==> src/hw/rtl/assert_macros.svh <==
// Assertion macros shared by the RTL.
// Needs nothing; simulation builds get checks, SYNTHESIS builds get empty bodies.
`ifndef ASSERT_MACROS_SVH
`define ASSERT_MACROS_SVH
`ifndef SYNTHESIS
`define RDSC_ASSERT(lbl, clk, rstn, prop) \
  lbl: assert property (@(posedge clk) disable iff (!rstn) prop) \
    else $error("rdsc assertion failed");
`define RDSC_NEVER(lbl, clk, rstn, cond) \
  `RDSC_ASSERT(lbl, clk, rstn, !(cond))
`else
`define RDSC_ASSERT(lbl, clk, rstn, prop)
`define RDSC_NEVER(lbl, clk, rstn, cond)
`endif
`endif

==> src/hw/rtl/rdsc_pkg.sv <==
// Package for the radix digit string converter: constants, types, digit helpers.
// No dependencies.
`timescale 1ns / 1ps
package rdsc_pkg;

  localparam int unsigned MAX_OUT_CHARS = 64;
  localparam int unsigned STORE_DEPTH   = 64;
  localparam int unsigned IDX_W         = $clog2(STORE_DEPTH);
  localparam int unsigned CNT_W         = $clog2(STORE_DEPTH + 1);
  localparam int unsigned BASE_W        = 6;
  localparam int unsigned MAG_W         = 63;
  localparam int unsigned DIV_W         = 64;   // dividend, padded to a multiple of 4
  localparam int unsigned DIV_BITS      = 4;    // quotient bits per cycle
  localparam int unsigned DIV_STEPS     = DIV_W / DIV_BITS;
  localparam int unsigned STEP_W        = $clog2(DIV_STEPS);

  localparam logic [7:0]        CHAR_ZERO  = 8'h30;
  localparam logic [7:0]        CHAR_NINE  = 8'h39;
  localparam logic [7:0]        CHAR_A     = 8'h41;
  localparam logic [7:0]        CHAR_Z     = 8'h5A;
  localparam logic [7:0]        CHAR_MINUS = 8'h2D;
  localparam logic [BASE_W-1:0] DEC_TEN    = 6'd10;
  localparam logic [BASE_W-1:0] BASE_MIN   = 6'd2;
  localparam logic [BASE_W-1:0] BASE_MAX   = 6'd36;
  localparam logic [6:0]        DIGIT_BAD  = 7'd64;
  localparam logic [MAG_W-1:0]  MAG_MAX    = {MAG_W{1'b1}};

  localparam logic REG_SRC_BASE = 1'b0;
  localparam logic REG_TGT_BASE = 1'b1;

  typedef struct packed {
    logic acc;        // absorb one input character
    logic div_load;   // load dividend from accumulator
    logic div_step;   // one divider iteration
    logic emit_rd;    // read digit store
    logic emit_ld;    // load output register
    logic emit_next;  // output transfer done
    logic clear;      // back to start of number
  } cmd_t;

  typedef struct packed {
    logic div_last;   // last iteration of the current digit
    logic conv_done;  // no more digits after this one
    logic emit_last;  // current output char is the final one
  } sts_t;

  function automatic logic [BASE_W-1:0] clamp_base(input logic [BASE_W-1:0] b);
    if (b < BASE_MIN) return BASE_MIN;
    if (b > BASE_MAX) return BASE_MAX;
    return b;
  endfunction

  function automatic logic [6:0] digit_value(input logic [7:0] c);
    if (c >= CHAR_ZERO && c <= CHAR_NINE) return 7'(c - CHAR_ZERO);
    if (c >= CHAR_A && c <= CHAR_Z) return 7'(c - CHAR_A) + 7'(DEC_TEN);
    return DIGIT_BAD;
  endfunction

  function automatic logic [7:0] digit_char(input logic [BASE_W-1:0] d);
    if (d >= DEC_TEN) return CHAR_A + 8'(d - DEC_TEN);
    return CHAR_ZERO + 8'(d);
  endfunction

endpackage

==> src/hw/rtl/rdsc_if.sv <==
// Stream interfaces for the converter: input characters and result characters.
// Depends on nothing.
`timescale 1ns / 1ps
interface rdsc_in_if;
  logic       valid;
  logic       ready;
  logic [7:0] char_in;
  logic       last_in;
  modport source (output valid, char_in, last_in, input ready);
  modport sink   (input valid, char_in, last_in, output ready);
endinterface

interface rdsc_out_if;
  logic               valid;
  logic               ready;
  logic [7:0]         char_out;
  logic               last_out;
  logic signed [63:0] signed_value;
  logic               overflow;
  logic               bad_digit;
  modport source (output valid, char_out, last_out, signed_value, overflow, bad_digit,
                  input ready);
  modport sink   (input valid, char_out, last_out, signed_value, overflow, bad_digit,
                  output ready);
endinterface

==> src/hw/rtl/rdsc_ctrl.sv <==
// Controller FSM: sequences accumulate, divide, and emit phases.
// Depends on rdsc_pkg.
`timescale 1ns / 1ps
module rdsc_ctrl import rdsc_pkg::*; (
  input  logic clk_i,
  input  logic rst_ni,
  input  logic in_valid_i,
  input  logic in_last_i,
  output logic in_ready_o,
  output logic out_valid_o,
  input  logic out_ready_i,
  output cmd_t cmd_o,
  input  sts_t sts_i
);

  typedef enum logic [2:0] {
    ST_IDLE, ST_DIV_INIT, ST_DIV, ST_EMIT_RD, ST_EMIT_LD, ST_EMIT_WAIT
  } state_e;

  state_e state_q;

  always_comb begin
    cmd_o           = '0;
    cmd_o.acc       = (state_q == ST_IDLE) && in_valid_i;
    cmd_o.div_load  = (state_q == ST_DIV_INIT);
    cmd_o.div_step  = (state_q == ST_DIV);
    cmd_o.emit_rd   = (state_q == ST_EMIT_RD);
    cmd_o.emit_ld   = (state_q == ST_EMIT_LD);
    cmd_o.emit_next = (state_q == ST_EMIT_WAIT) && out_ready_i;
    cmd_o.clear     = cmd_o.emit_next && sts_i.emit_last;
  end

  assign in_ready_o  = (state_q == ST_IDLE);
  assign out_valid_o = (state_q == ST_EMIT_WAIT);

  always_ff @(posedge clk_i or negedge rst_ni) begin
    if (!rst_ni) begin
      state_q <= ST_IDLE;
    end else begin
      unique case (state_q)
        ST_IDLE: begin
          if (in_valid_i && in_last_i) state_q <= ST_DIV_INIT;
        end
        ST_DIV_INIT: state_q <= ST_DIV;
        ST_DIV: begin
          if (sts_i.div_last && sts_i.conv_done) state_q <= ST_EMIT_RD;
        end
        ST_EMIT_RD: state_q <= ST_EMIT_LD;
        ST_EMIT_LD: state_q <= ST_EMIT_WAIT;
        ST_EMIT_WAIT: begin
          if (out_ready_i) state_q <= sts_i.emit_last ? ST_IDLE : ST_EMIT_RD;
        end
        default: state_q <= ST_IDLE;
      endcase
    end
  end

endmodule

==> src/hw/rtl/rdsc_dp.sv <==
// Datapath: accumulator, radix-16 restoring divider, digit store, output register.
// Depends on rdsc_pkg.
`timescale 1ns / 1ps
module rdsc_dp import rdsc_pkg::*; (
  input  logic               clk_i,
  input  logic               rst_ni,
  input  logic [BASE_W-1:0]  src_base_i,
  input  logic [BASE_W-1:0]  tgt_base_i,
  input  logic [7:0]         char_i,
  input  cmd_t               cmd_i,
  output sts_t               sts_o,
  output logic [7:0]         char_o,
  output logic               last_o,
  output logic signed [63:0] value_o,
  output logic               overflow_o,
  output logic               bad_digit_o
);

  localparam int unsigned PROD_W = MAG_W + BASE_W + 1;

  logic [MAG_W-1:0]  mag_q;
  logic              neg_q, first_q, ovf_q, err_q;
  logic [DIV_W-1:0]  quo_q, quo_d;
  logic [BASE_W-1:0] rem_q, rem_d;
  logic [STEP_W-1:0] step_q;
  logic [CNT_W-1:0]  nd_q, k_q, total;
  logic [BASE_W-1:0] store_q [STORE_DEPTH];
  logic [BASE_W-1:0] rdata_q;
  logic [IDX_W-1:0]  pos;
  logic              sign;
  logic [BASE_W-1:0] sb, tb;
  logic [6:0]        dval;
  logic [PROD_W-1:0] prod;

  assign sb   = clamp_base(src_base_i);
  assign tb   = clamp_base(tgt_base_i);
  assign dval = digit_value(char_i);
  assign prod = PROD_W'(mag_q) * PROD_W'(sb) + PROD_W'(dval);

  // four restoring steps, remainder stays below the base
  always_comb begin
    logic [BASE_W:0] r7;
    quo_d = quo_q;
    rem_d = rem_q;
    for (int i = 0; i < DIV_BITS; i++) begin
      r7    = {rem_d, quo_d[DIV_W-1]};
      quo_d = {quo_d[DIV_W-2:0], 1'b0};
      if (r7 >= {1'b0, tb}) begin
        r7       = r7 - {1'b0, tb};
        quo_d[0] = 1'b1;
      end
      rem_d = r7[BASE_W-1:0];
    end
  end

  assign sign  = neg_q && (mag_q != '0);
  assign total = ((nd_q + CNT_W'(sign)) > CNT_W'(MAX_OUT_CHARS)) ?
                 CNT_W'(MAX_OUT_CHARS) : (nd_q + CNT_W'(sign));
  assign pos   = IDX_W'(nd_q) - IDX_W'(1) - IDX_W'(k_q) + IDX_W'(sign);

  assign sts_o.div_last  = (step_q == STEP_W'(DIV_STEPS - 1));
  assign sts_o.conv_done = (quo_d == '0) || (nd_q == CNT_W'(STORE_DEPTH - 1));
  assign sts_o.emit_last = (k_q + CNT_W'(1) == total);

  always_ff @(posedge clk_i or negedge rst_ni) begin
    if (!rst_ni) begin
      mag_q   <= '0;
      neg_q   <= 1'b0;
      first_q <= 1'b1;
      ovf_q   <= 1'b0;
      err_q   <= 1'b0;
      step_q  <= '0;
      nd_q    <= '0;
      k_q     <= '0;
    end else begin
      if (cmd_i.acc) begin
        first_q <= 1'b0;
        if (first_q && char_i == CHAR_MINUS) begin
          neg_q <= 1'b1;
        end else if (dval >= 7'(sb)) begin
          err_q <= 1'b1;
        end else if (ovf_q || prod > PROD_W'(MAG_MAX)) begin
          mag_q <= MAG_MAX;
          ovf_q <= 1'b1;
        end else begin
          mag_q <= prod[MAG_W-1:0];
        end
      end
      if (cmd_i.div_load) begin
        step_q <= '0;
        nd_q   <= '0;
        k_q    <= '0;
      end
      if (cmd_i.div_step) begin
        step_q <= step_q + STEP_W'(1);
        if (sts_o.div_last) nd_q <= nd_q + CNT_W'(1);
      end
      if (cmd_i.emit_next) k_q <= k_q + CNT_W'(1);
      if (cmd_i.clear) begin
        mag_q   <= '0;
        neg_q   <= 1'b0;
        first_q <= 1'b1;
        ovf_q   <= 1'b0;
        err_q   <= 1'b0;
      end
    end
  end

  // divider payload
  always_ff @(posedge clk_i) begin
    if (cmd_i.div_load) begin
      quo_q <= {{(DIV_W-MAG_W){1'b0}}, mag_q};
      rem_q <= '0;
    end else if (cmd_i.div_step) begin
      quo_q <= quo_d;
      rem_q <= sts_o.div_last ? '0 : rem_d;
    end
  end

  // digit store, least significant digit at entry 0
  always_ff @(posedge clk_i) begin
    if (cmd_i.div_step && sts_o.div_last) store_q[nd_q[IDX_W-1:0]] <= rem_d;
    if (cmd_i.emit_rd) rdata_q <= store_q[pos];
  end

  always_ff @(posedge clk_i) begin
    if (cmd_i.emit_ld) begin
      char_o      <= (sign && k_q == '0) ? CHAR_MINUS : digit_char(rdata_q);
      last_o      <= sts_o.emit_last;
      value_o     <= neg_q ? -$signed({1'b0, mag_q}) : $signed({1'b0, mag_q});
      overflow_o  <= ovf_q;
      bad_digit_o <= err_q;
    end
  end

endmodule

==> src/hw/rtl/radix_digit_string_converter.sv <==
// Radix digit string converter. Characters arrive one per transfer on in_i:
// an optional leading '-', then digits '0'-'9','A'-'Z' in source_base (reg 0,
// byte addr 0). Each character is absorbed by a 63x6 multiply-add with
// saturation. On the transfer flagged last_in the magnitude is converted to
// target_base (reg 1, byte addr 4) by a restoring divider that retires 4
// quotient bits per cycle: a load step, then one division per digit. Digits
// go to a 64-entry store, then out most significant first, each char via the
// read, load and wait states. A bad digit sets bad_digit and is skipped;
// overflow saturates at 2^63-1. Zero prints "0", negative zero prints "0"
// unsigned. in_i is ready only while idle. Bases outside 2..36 are clamped.
// The user must write registers only when idle; the block does not enforce it.
`timescale 1ns / 1ps
`include "assert_macros.svh"
module radix_digit_string_converter import rdsc_pkg::*; (
  input  logic        clk_i,
  input  logic        rst_ni,
  input  logic        psel,
  input  logic        penable,
  input  logic        pwrite,
  input  logic [2:0]  paddr,
  input  logic [31:0] pwdata,
  output logic [31:0] prdata,
  output logic        pready,
  rdsc_in_if.sink     in_i,
  rdsc_out_if.source  out_o
);

  logic [BASE_W-1:0] src_base_q, tgt_base_q;
  cmd_t              cmd;
  sts_t              sts;
  logic              reg_sel;

  // config registers
  assign pready  = 1'b1;
  assign reg_sel = paddr[2];
  assign prdata  = (reg_sel == REG_TGT_BASE) ? 32'(tgt_base_q) : 32'(src_base_q);

  always_ff @(posedge clk_i or negedge rst_ni) begin
    if (!rst_ni) begin
      src_base_q <= DEC_TEN;
      tgt_base_q <= DEC_TEN;
    end else if (psel && penable && pwrite) begin
      if (reg_sel == REG_SRC_BASE) src_base_q <= pwdata[BASE_W-1:0];
      else                         tgt_base_q <= pwdata[BASE_W-1:0];
    end
  end

  rdsc_ctrl u_ctrl (
    .clk_i       (clk_i),
    .rst_ni      (rst_ni),
    .in_valid_i  (in_i.valid),
    .in_last_i   (in_i.last_in),
    .in_ready_o  (in_i.ready),
    .out_valid_o (out_o.valid),
    .out_ready_i (out_o.ready),
    .cmd_o       (cmd),
    .sts_i       (sts)
  );

  rdsc_dp u_dp (
    .clk_i       (clk_i),
    .rst_ni      (rst_ni),
    .src_base_i  (src_base_q),
    .tgt_base_i  (tgt_base_q),
    .char_i      (in_i.char_in),
    .cmd_i       (cmd),
    .sts_o       (sts),
    .char_o      (out_o.char_out),
    .last_o      (out_o.last_out),
    .value_o     (out_o.signed_value),
    .overflow_o  (out_o.overflow),
    .bad_digit_o (out_o.bad_digit)
  );

  // one number in flight: input and output sides never active together
  `RDSC_NEVER(a_no_overlap, clk_i, rst_ni, in_i.ready && out_o.valid)
  // final char transfer returns to idle
  `RDSC_ASSERT(a_idle_after_last, clk_i, rst_ni,
    out_o.valid && out_o.ready && out_o.last_out |=> in_i.ready)
  // saturated value is always +/- max magnitude
  `RDSC_ASSERT(a_sat_value, clk_i, rst_ni,
    out_o.valid && out_o.overflow |->
      (out_o.signed_value == 64'sh7FFFFFFFFFFFFFFF ||
       out_o.signed_value == -64'sh7FFFFFFFFFFFFFFF))

endmodule

==> src/flat_wrapper.sv <==
// flat-port wrapper written by rule: the top's interface ports become plain ports
module radix_digit_string_converter_flat import rdsc_pkg::*;
  (clk_i, rst_ni, psel, penable, pwrite, paddr, pwdata, prdata, pready, in_i_valid, in_i_char_in, in_i_last_in, in_i_ready, out_o_valid, out_o_char_out, out_o_last_out, out_o_signed_value, out_o_overflow, out_o_bad_digit, out_o_ready);
  rdsc_in_if in_i_i ();
  rdsc_out_if out_o_i ();
  input  logic clk_i;
  input  logic rst_ni;
  input  logic psel;
  input  logic penable;
  input  logic pwrite;
  input  logic [2:0] paddr;
  input  logic [31:0] pwdata;
  output logic [31:0] prdata;
  output logic pready;
  input wire logic [$bits(in_i_i.valid)-1:0] in_i_valid;
  input wire logic [$bits(in_i_i.char_in)-1:0] in_i_char_in;
  input wire logic [$bits(in_i_i.last_in)-1:0] in_i_last_in;
  output wire logic [$bits(in_i_i.ready)-1:0] in_i_ready;
  output wire logic [$bits(out_o_i.valid)-1:0] out_o_valid;
  output wire logic [$bits(out_o_i.char_out)-1:0] out_o_char_out;
  output wire logic [$bits(out_o_i.last_out)-1:0] out_o_last_out;
  output wire logic [$bits(out_o_i.signed_value)-1:0] out_o_signed_value;
  output wire logic [$bits(out_o_i.overflow)-1:0] out_o_overflow;
  output wire logic [$bits(out_o_i.bad_digit)-1:0] out_o_bad_digit;
  input wire logic [$bits(out_o_i.ready)-1:0] out_o_ready;
  assign in_i_i.valid = in_i_valid;
  assign in_i_i.char_in = in_i_char_in;
  assign in_i_i.last_in = in_i_last_in;
  assign in_i_ready = in_i_i.ready;
  assign out_o_valid = out_o_i.valid;
  assign out_o_char_out = out_o_i.char_out;
  assign out_o_last_out = out_o_i.last_out;
  assign out_o_signed_value = out_o_i.signed_value;
  assign out_o_overflow = out_o_i.overflow;
  assign out_o_bad_digit = out_o_i.bad_digit;
  assign out_o_i.ready = out_o_ready;
  radix_digit_string_converter u_core (.clk_i(clk_i), .rst_ni(rst_ni), .psel(psel), .penable(penable), .pwrite(pwrite), .paddr(paddr), .pwdata(pwdata), .prdata(prdata), .pready(pready), .in_i(in_i_i), .out_o(out_o_i));
endmodule
==> config.mk <==
export PLATFORM = sky130hd
export DESIGN_NAME = radix_digit_string_converter_flat
export DESIGN_NICKNAME = d
export VERILOG_FILES = /design/src/hw/rtl/rdsc_pkg.sv /design/src/hw/rtl/rdsc_if.sv /design/src/hw/rtl/rdsc_ctrl.sv /design/src/hw/rtl/rdsc_dp.sv /design/src/hw/rtl/radix_digit_string_converter.sv /design/src/flat_wrapper.sv
export VERILOG_INCLUDE_DIRS = /design/src /design/src/hw/rtl
export SDC_FILE = /design/constraint.sdc
export NUM_CORES = 2
export LEC_CHECK = 0
export BUFFER_PORTS_ARGS = -buffer_cell sky130_fd_sc_hd__buf_2
export CELL_PAD_IN_SITES_DETAIL_PLACEMENT = 2
export CELL_PAD_IN_SITES_GLOBAL_PLACEMENT = 2
export CORE_MARGIN = 3
export CORE_UTILIZATION = 37
export DETAILED_ROUTE_END_ITERATION = 8
export PLACE_DENSITY = 0.77
export SYNTH_ARGS = -nofsm -noshare
export SYNTH_HDL_FRONTEND = slang
export SYNTH_SLANG_ARGS = --single-unit
==> constraint.sdc <==
create_clock -name clk_i -period 11.65 [get_ports clk_i]
set_clock_uncertainty 0.15 [all_clocks]
set_input_delay 1.165 -clock clk_i [delete_from_list [all_inputs] [get_ports clk_i]]
set_output_delay 1.165 -clock clk_i [all_outputs]
set_load 0.02 [all_outputs]
Yosys cells after proc, flatten, opt, wreduce, memory -nomap -nowiden
Memory sizes are Yosys's and may differ from the RTL's. A register that Yosys moved wholly into a read port is not among the register bits.
Index checks and enable logic that the tools add are counted.
{ "word_totals": {"register_bits": 245, "memories": 1, "mem_bits_rw": 384, "input_bits": 51} }
{ "classes": {"bitwise_logic": 1, "eq_ne": 14, "mux": 72, "n_lt_le_gt_ge": 16, "n_reduce_logical": 32, "multipliers": 1, "add_sub_neg": 19} }
{ "memory_table": {"columns": ["memory", "depth", "width", "read_ports", "rd_clocked_by_memory_dff", "wr", "line_no", "text"], "rows": [
  ["u_core.u_dp.store_q", 64, 6, 1, 1, 1, "rdsc_dp.sv:27", "logic [BASE_W-1:0] store_q [STORE_DEPTH];"]
]} }
{ "ops": {"columns": ["operator", "n"], "rows": [
  ["$mux W63", 8],
  ["$mux W6", 14],
  ["$add A69 B7 Y70", 1],
  ["$gt A70 B63 Y1 const B", 1],
  ["$mux W7", 10],
  ["$mul A63 B6 Y69", 1],
  ["$logic_not A64 Y1", 1],
  ["$neg A63 Y64", 1],
  ["$reduce_bool A63 Y1", 1],
  ["$ge A7 B6 Y1", 5],
  ["$mux W1", 31],
  ["$sub A6 B6 Y6", 5],
  ["$pmux W3 S6", 1],
  ["$mux W8", 2],
  ["$add A7 B1 Y7 const B", 2],
  ["$logic_and A1 B1 Y1", 13],
  ["$gt A6 B6 Y1 const B", 2],
  ["$lt A6 B2 Y1 const B", 2],
  ["$reduce_bool A2 Y1", 6],
  ["$ne A2 B1 Y1 const B", 5],
  ["$mux W3", 3],
  ["$reduce_and A3 Y1", 3],
  ["$add A7 B8 Y8 const A", 1],
  ["$eq A8 B6 Y1 const B", 1],
  ["29 further kinds", 35]
]} }

Depth between registers and ports, before layout
{ "depth": {"ltp_word": 18, "ltp_mapped": 40, "ltp_nobuf": 39} }

Hierarchy
A second synthesis with hierarchy kept.
{ "unflattened": {"hier_cells": 3383, "hier_area_um2": 41971.5} }
{ "modules_own_cells": {"columns": ["module", "instances", "area_per_inst_um2", "seq_area_each_um2", "cells_each"], "rows": [
  ["rdsc_dp", 1, 40958.0, 18123.6, 3294],
  ["radix_digit_string_converter", 1, 765.7, 305.3, 62],
  ["rdsc_ctrl", 1, 247.7, 75.1, 27]
]} }

Least setup slack after synthesis
OpenSTA, ideal clock, no wires.
{ "synth_timing": {"path_kind": "flip-flop to flip-flop", "start": "reg u_core.tgt_base_q[3]", "end": "mem u_core.u_dp.store_q[0][0], data pin", "synth_period_minus_slack_ps": 9637, "arrival_time_ps": 9144, "slack_ps": 2013, "stages_incl_launch_ff": 40, "required_ps": 11157, "cell_sequence": "dfstp_2 nor3_1 a21oi_1 ha_1 nor2b_1 o21ai_0 a21boi_0 o221a_2 nor2_1 mux2_2 inv_1 ha_1 nor2b_1 o21ai_0 nand2b_1 a221oi_1 a21boi_0 nor3_1 [4 not listed] o21ai_0 a21boi_0 o21ai_0 nand3b_1 a21oi_1 and3_1 clkbuf_1 mux2i_1 ha_1 a21o_1 a21o_1 a21o_1 a21o_1 a211oi_1 inv_1 a211oi_2 mux2i_1 inv_1"} }
{ "synth_between": {"elab_chain_cells": 13, "word_cells_on_any_way": 20, "cone_classes": "add/sub (4); order compare (6); mux (10)"} }
{ "synth_lines": {"columns": ["item", "line_no", "text"], "rows": [
  ["from (decl)", "radix_digit_string_converter.sv:28", "logic [BASE_W-1:0] src_base_q, tgt_base_q;"],
  ["from (signal assigned)", "radix_digit_string_converter.sv:44", "else tgt_base_q <= pwdata[BASE_W-1:0];"],
  ["$gt A6 B6 Y1", "rdsc_pkg.sv:49", "if (b > BASE_MAX) return BASE_MAX;"],
  ["$mux W1 (2 in series)", "rdsc_pkg.sv:49", null],
  ["$mux W6", "rdsc_pkg.sv:50", "return b;"],
  ["$mux W6 *", "rdsc_pkg.sv:49", null],
  ["$sub A6 B6 Y6 / $ge A7 B6 Y1 (equally long branches)", "rdsc_dp.sv:49, rdsc_dp.sv:48", null],
  ["$mux W6", "rdsc_dp.sv:48", "if (r7 >= {1'b0, tb}) begin"],
  ["$sub A6 B6 Y6 / $ge A7 B6 Y1 (equally long branches)", "rdsc_dp.sv:49, rdsc_dp.sv:48", null],
  ["$mux W6", "rdsc_dp.sv:48", null],
  ["$sub A6 B6 Y6 / $ge A7 B6 Y1 (equally long branches)", "rdsc_dp.sv:49, rdsc_dp.sv:48", null],
  ["$mux W6", "rdsc_dp.sv:48", null],
  ["$ge A7 B6 Y1", "rdsc_dp.sv:48", null],
  ["$mux W6 *", "rdsc_dp.sv:48", null],
  ["named net u_core.u_dp.rem_d[0]", "rdsc_dp.sv:24", "logic [BASE_W-1:0] rem_q, rem_d;"],
  ["to (decl)", "rdsc_dp.sv:27", null]
]} }
The timed path passes the listed nets; every way through them passes the cells marked *. The select of a mux whose other input is x is not followed.

Worst setup path in the final report
{ "layout_timing": {"start": "reg u_core.tgt_base_q[5]", "end": "mem u_core.u_dp.store_q[15][0], data pin"} }
Same word-level chain as after synthesis.

==> results.md <==
Outcome:
- The run finished with clean final reports.

Synth:
- The post-synthesis compound-gate area fraction was 0.0880.
- Averaged over all synthesized cells, the footprint is 11.2 sq um.
- The cell taking the most area after synthesis is sky130_fd_sc_hd__edfxtp_1.
- Counting distinct cell types in the post-synthesis netlist gives 87.
- The cell with the most instances after synthesis is sky130_fd_sc_hd__nand2_1.
- In the post-synthesis netlist, the biggest area contributors are sky130_fd_sc_hd__edfxtp_1, sky130_fd_sc_hd__fa_1, sky130_fd_sc_hd__mux4_2.
- In this run, synthesis inferred 528 flip-flops with an integrated enable.
- The fraction of synthesized cell area in xor and xnor cells is 0.0343.
- The number of instances in the synthesized netlist is 3738.
- Counting flops and latches in the post-synthesis netlist gives 635.
- Of the total synthesized cell area, the portion taken by full adders, half adders and majority gates is 0.183.
- Ranked by instance count, the synthesized netlist is headed by sky130_fd_sc_hd__nand2_1, sky130_fd_sc_hd__edfxtp_1, sky130_fd_sc_hd__inv_1.
- The combinational family with the most area after synthesis is adder cells.
- The Yosys step of the flow raised 0 warnings.
- The mux cell area share after synthesis is 0.0768.
- The sequential fraction of the synthesis area is 0.442.
- The share of flip-flops with an asynchronous set or reset after synthesis is 0.157.
- The flip-flop cell with the highest count after synthesis is sky130_fd_sc_hd__edfxtp_1.
- The cell area that synthesis handed to floorplanning was 41900 sq um.
- Of the post-synthesis cell area, the dominant cell type holds 0.379.
- The basic-gate share of the synthesized area counting and, or, nand and nor cells is 0.120.

Timing:
- Dividing the final minimum period by the clock period gives 0.942.
- The hold violation count in the final report is 0.
- The max-slew violation total from the final report was 0.
- The pin slew with the least headroom to its limit is 1.18 ns.
- Timing would allow up to 91.1 MHz.
- The worst pin sits at a relative slew slack of 0.210.
- For the finished layout, the period the worst path requires is 10.97 ns.
- Setup violations remaining at the end of the flow were counted as 0.
- The setup TNS is 0 ns.

Worst hold path:
- Counting instances, the worst hold path has a depth of 1.
- The path class of the tightest hold or removal check is reg -> reg.

Cells and area:
- The area of all placed cells without fillers is 46200 sq um.
- Of the cells placed in the final design, the portion with a size suffix greater than 1 is 0.123.
- At the end of the flow, the number of nets in the layout was 4234.
- From synthesis to final layout, the design area changed by 10.4%.

GRT:
- The first global-routing pass estimated 220000 microns of wire.
- For this run, the total global-route usage over all layers was measured as 0.247.
- The global-route congestion overflow total is 0.
- The number of global-route vias before repair is 33680.
- The number of antenna violations at the first check in global routing is 14.
- The maximum number of pins on one net before global-route repair is 104.

Drt:
- After detailed routing, the total wire length is 145000 microns.
- For this run, design rule violations remaining after detail routing come to 0.
- In the routed layout, each cell is associated on average with a via count of 5.76.
- In the final routed layout, each cell accounts on average for 27.5 microns.
- The detail route stage leaves a number of antenna-violating nets equal to 0.
- The total vias in the final route is 30417.
- The count of TritonRoute iterations in the first routing pass is 5.
- In this run, the number of DRC markers left after iteration 0 of detailed routing was 2269.

Critical path:
- The number of buffers and inverters on the critical path is 9.
- The length in cells of the worst reg-to-reg path is 42.
- Grouping stages by cell kind, the critical path spends the most delay in compound AO/OA/AOI/OAI gates.
- The type of the worst setup path is reg -> reg.
- The worst endpoint required time is 11.81 ns.
- STA classifies the critical path endpoint as a flop.
- The largest stage delay on the critical path is 0.50 ns.
- Data on the critical path arrives at its endpoint at 11.13 ns.
- STA classifies the critical path startpoint as a flop.
- The master of the slowest instance on the critical path is sky130_fd_sc_hd__nor2_1.
- The highest fanout seen on the critical path is 64.
- The critical path runs through a total of 42 cells.

Placement:
- The estimated wirelength of the detail-placed design is 100000 microns.
- The global placement routability congestion is 0.841.
- The placed standard-cell area is 43700 sq um.
- The count of input and output buffers is 105.

Floorplanning:
- 161 I/O pins were placed.
- In this run the vertical extent of the chip is 342 microns.
- In this run the core area contains 122 standard-cell rows.
- The placeable core region is 111000 sq um.
- The die covers 117000 sq um.
- The horizontal die dimension is 342 microns.
- The initial core utilization is 0.376.

Clock network:
- CTS saw 635 sinks.
- TritonCTS created 76 clock buffers.
- The post-cts hold buffer count is 0.
- The maximum buffer depth of the clock tree is 3.
- The total number of H-tree levels is 3.
- The CTS clock-pin slew for the worst setup and hold paths is 0.06 ns.
- TritonCTS built the clock tree.
- The clock network latency to the later pin of the worst-skew pair is 0.67 ns.
- The tree is rooted in a sky130_fd_sc_hd__clkbuf_16.

Job:
- Across the run, the number of max-cap violations was 0.
[placed cells by master (no fill, tap or decap), drive strengths merged, types with 30 or more instances in the layout]
master	netlist	layout
fa	255	255
o21ai	111	111
nor3	32	32
nand3	37	37
mux2	32	32
a21o	37	37
mux4	120	120
nor2	176	176
ha	202	202
edfxtp	528	528
xor2	50	50
nand2	687	687
nand4	32	32
clkinv	0	30
xnor2	114	114
inv	323	326
a31oi	70	70
a21oi	183	183
dfrtp	95	95
buf	61	149
clkbuf	203	95
[through the flow]
| step | instances | utilization | hold slack (ns) | setup WS, ns |
|---|---|---|---|---|
| after CTS | 5275 | 0.414 | 0.344 | 0.0241 |
| after floorplan | 3763 | - | 0.276 | 2.01 |
| after detailed placement | 5135 | 0.392 | 0.329 | 0.213 |
| final | 5280 | 0.415 | 0.341 | 0.676 |
| after global routing | 5280 | 0.415 | 0.371 | -0.0242 |
| after global placement | 5135 | 0.392 | 0.301 | 1.15 |
[sequential cells by signal, indices dropped and copies added, names as in the netlist, 6 cells and up]
| name | cells |
|---|---|
| u_core.u_dp.k_q | 7 |
| u_core.u_dp.char_o | 8 |
| u_core.u_dp.rdata_q | 6 |
| u_core.tgt_base_q | 6 |
| u_core.u_dp.mag_q | 63 |
| u_core.src_base_q | 6 |
| u_core.u_dp.rem_q | 6 |
| u_core.u_dp.quo_q | 64 |
| u_core.u_dp.store_q | 384 |
| u_core.u_dp.value_o | 64 |
| u_core.u_dp.nd_q | 7 |
[worst paths after layout]
path	start	end	slack (ns)
worst max-delay path	u_core.tgt_base_q[5]$_DFFE_PN0P_	u_core.u_dp.store_q[15][0]$_DFFE_PP_	0.68
worst min-delay path	u_core.u_dp.rem_q[5]$_SDFFE_PP0P_	u_core.u_dp.rem_q[5]$_SDFFE_PP0P_	0.34
worst max register to register	u_core.tgt_base_q[5]$_DFFE_PN0P_	u_core.u_dp.store_q[15][0]$_DFFE_PP_	0.68
worst min register to register	u_core.u_dp.rem_q[5]$_SDFFE_PP0P_	u_core.u_dp.rem_q[5]$_SDFFE_PP0P_	0.34
max in group asynchronous	rst_ni	u_core.u_dp.mag_q[19]$_DFFE_PN0P_	9.52
min in group asynchronous	rst_ni	u_core.u_dp.k_q[0]$_DFFE_PN0P_	0.37
[layer usage]
layer / part of all wire / global-route usage
met1: 0.42 / 0.334
met2: 0.48 / 0.406
met3: 0.063 / 0.0415
met4: 0.028 / 0.0780
met5: 0.00019 / 0
[logic make-up (layout without fill, tap and decap cells)]
logic type / Yosys count / after routing
AO/OA/AOI/OAI: 578 / 578
XOR/XNOR: 164 / 164
adder cells (fa/ha/maj): 458 / 458
buffers and inverters: 587 / 612
flip-flops: 635 / 635
multiplexers: 167 / 167
other: 2 / 31
AND/OR/NAND/NOR: 1147 / 1147
[area by class of cell]
class	count	area, sq um
inverter	323	1210
multi-input combinational	2541	21200
clock inverter	45	477
fill	11508	65200
antenna	4	10.0
tap	1488	1860
clock buffer	95	2000
sequential	635	18500
timing repair buffer	149	925
[repair_timing]
action / CTS / global route
pin swaps: 0 / 1
buffers inserted: 0 / 1
resized for setup: 1 / 4
endpoints found under the setup margin: 14 / 389
Power is not shown: default switching activity piles up to over one toggle a cycle in this logic, so the estimate is an artifact.
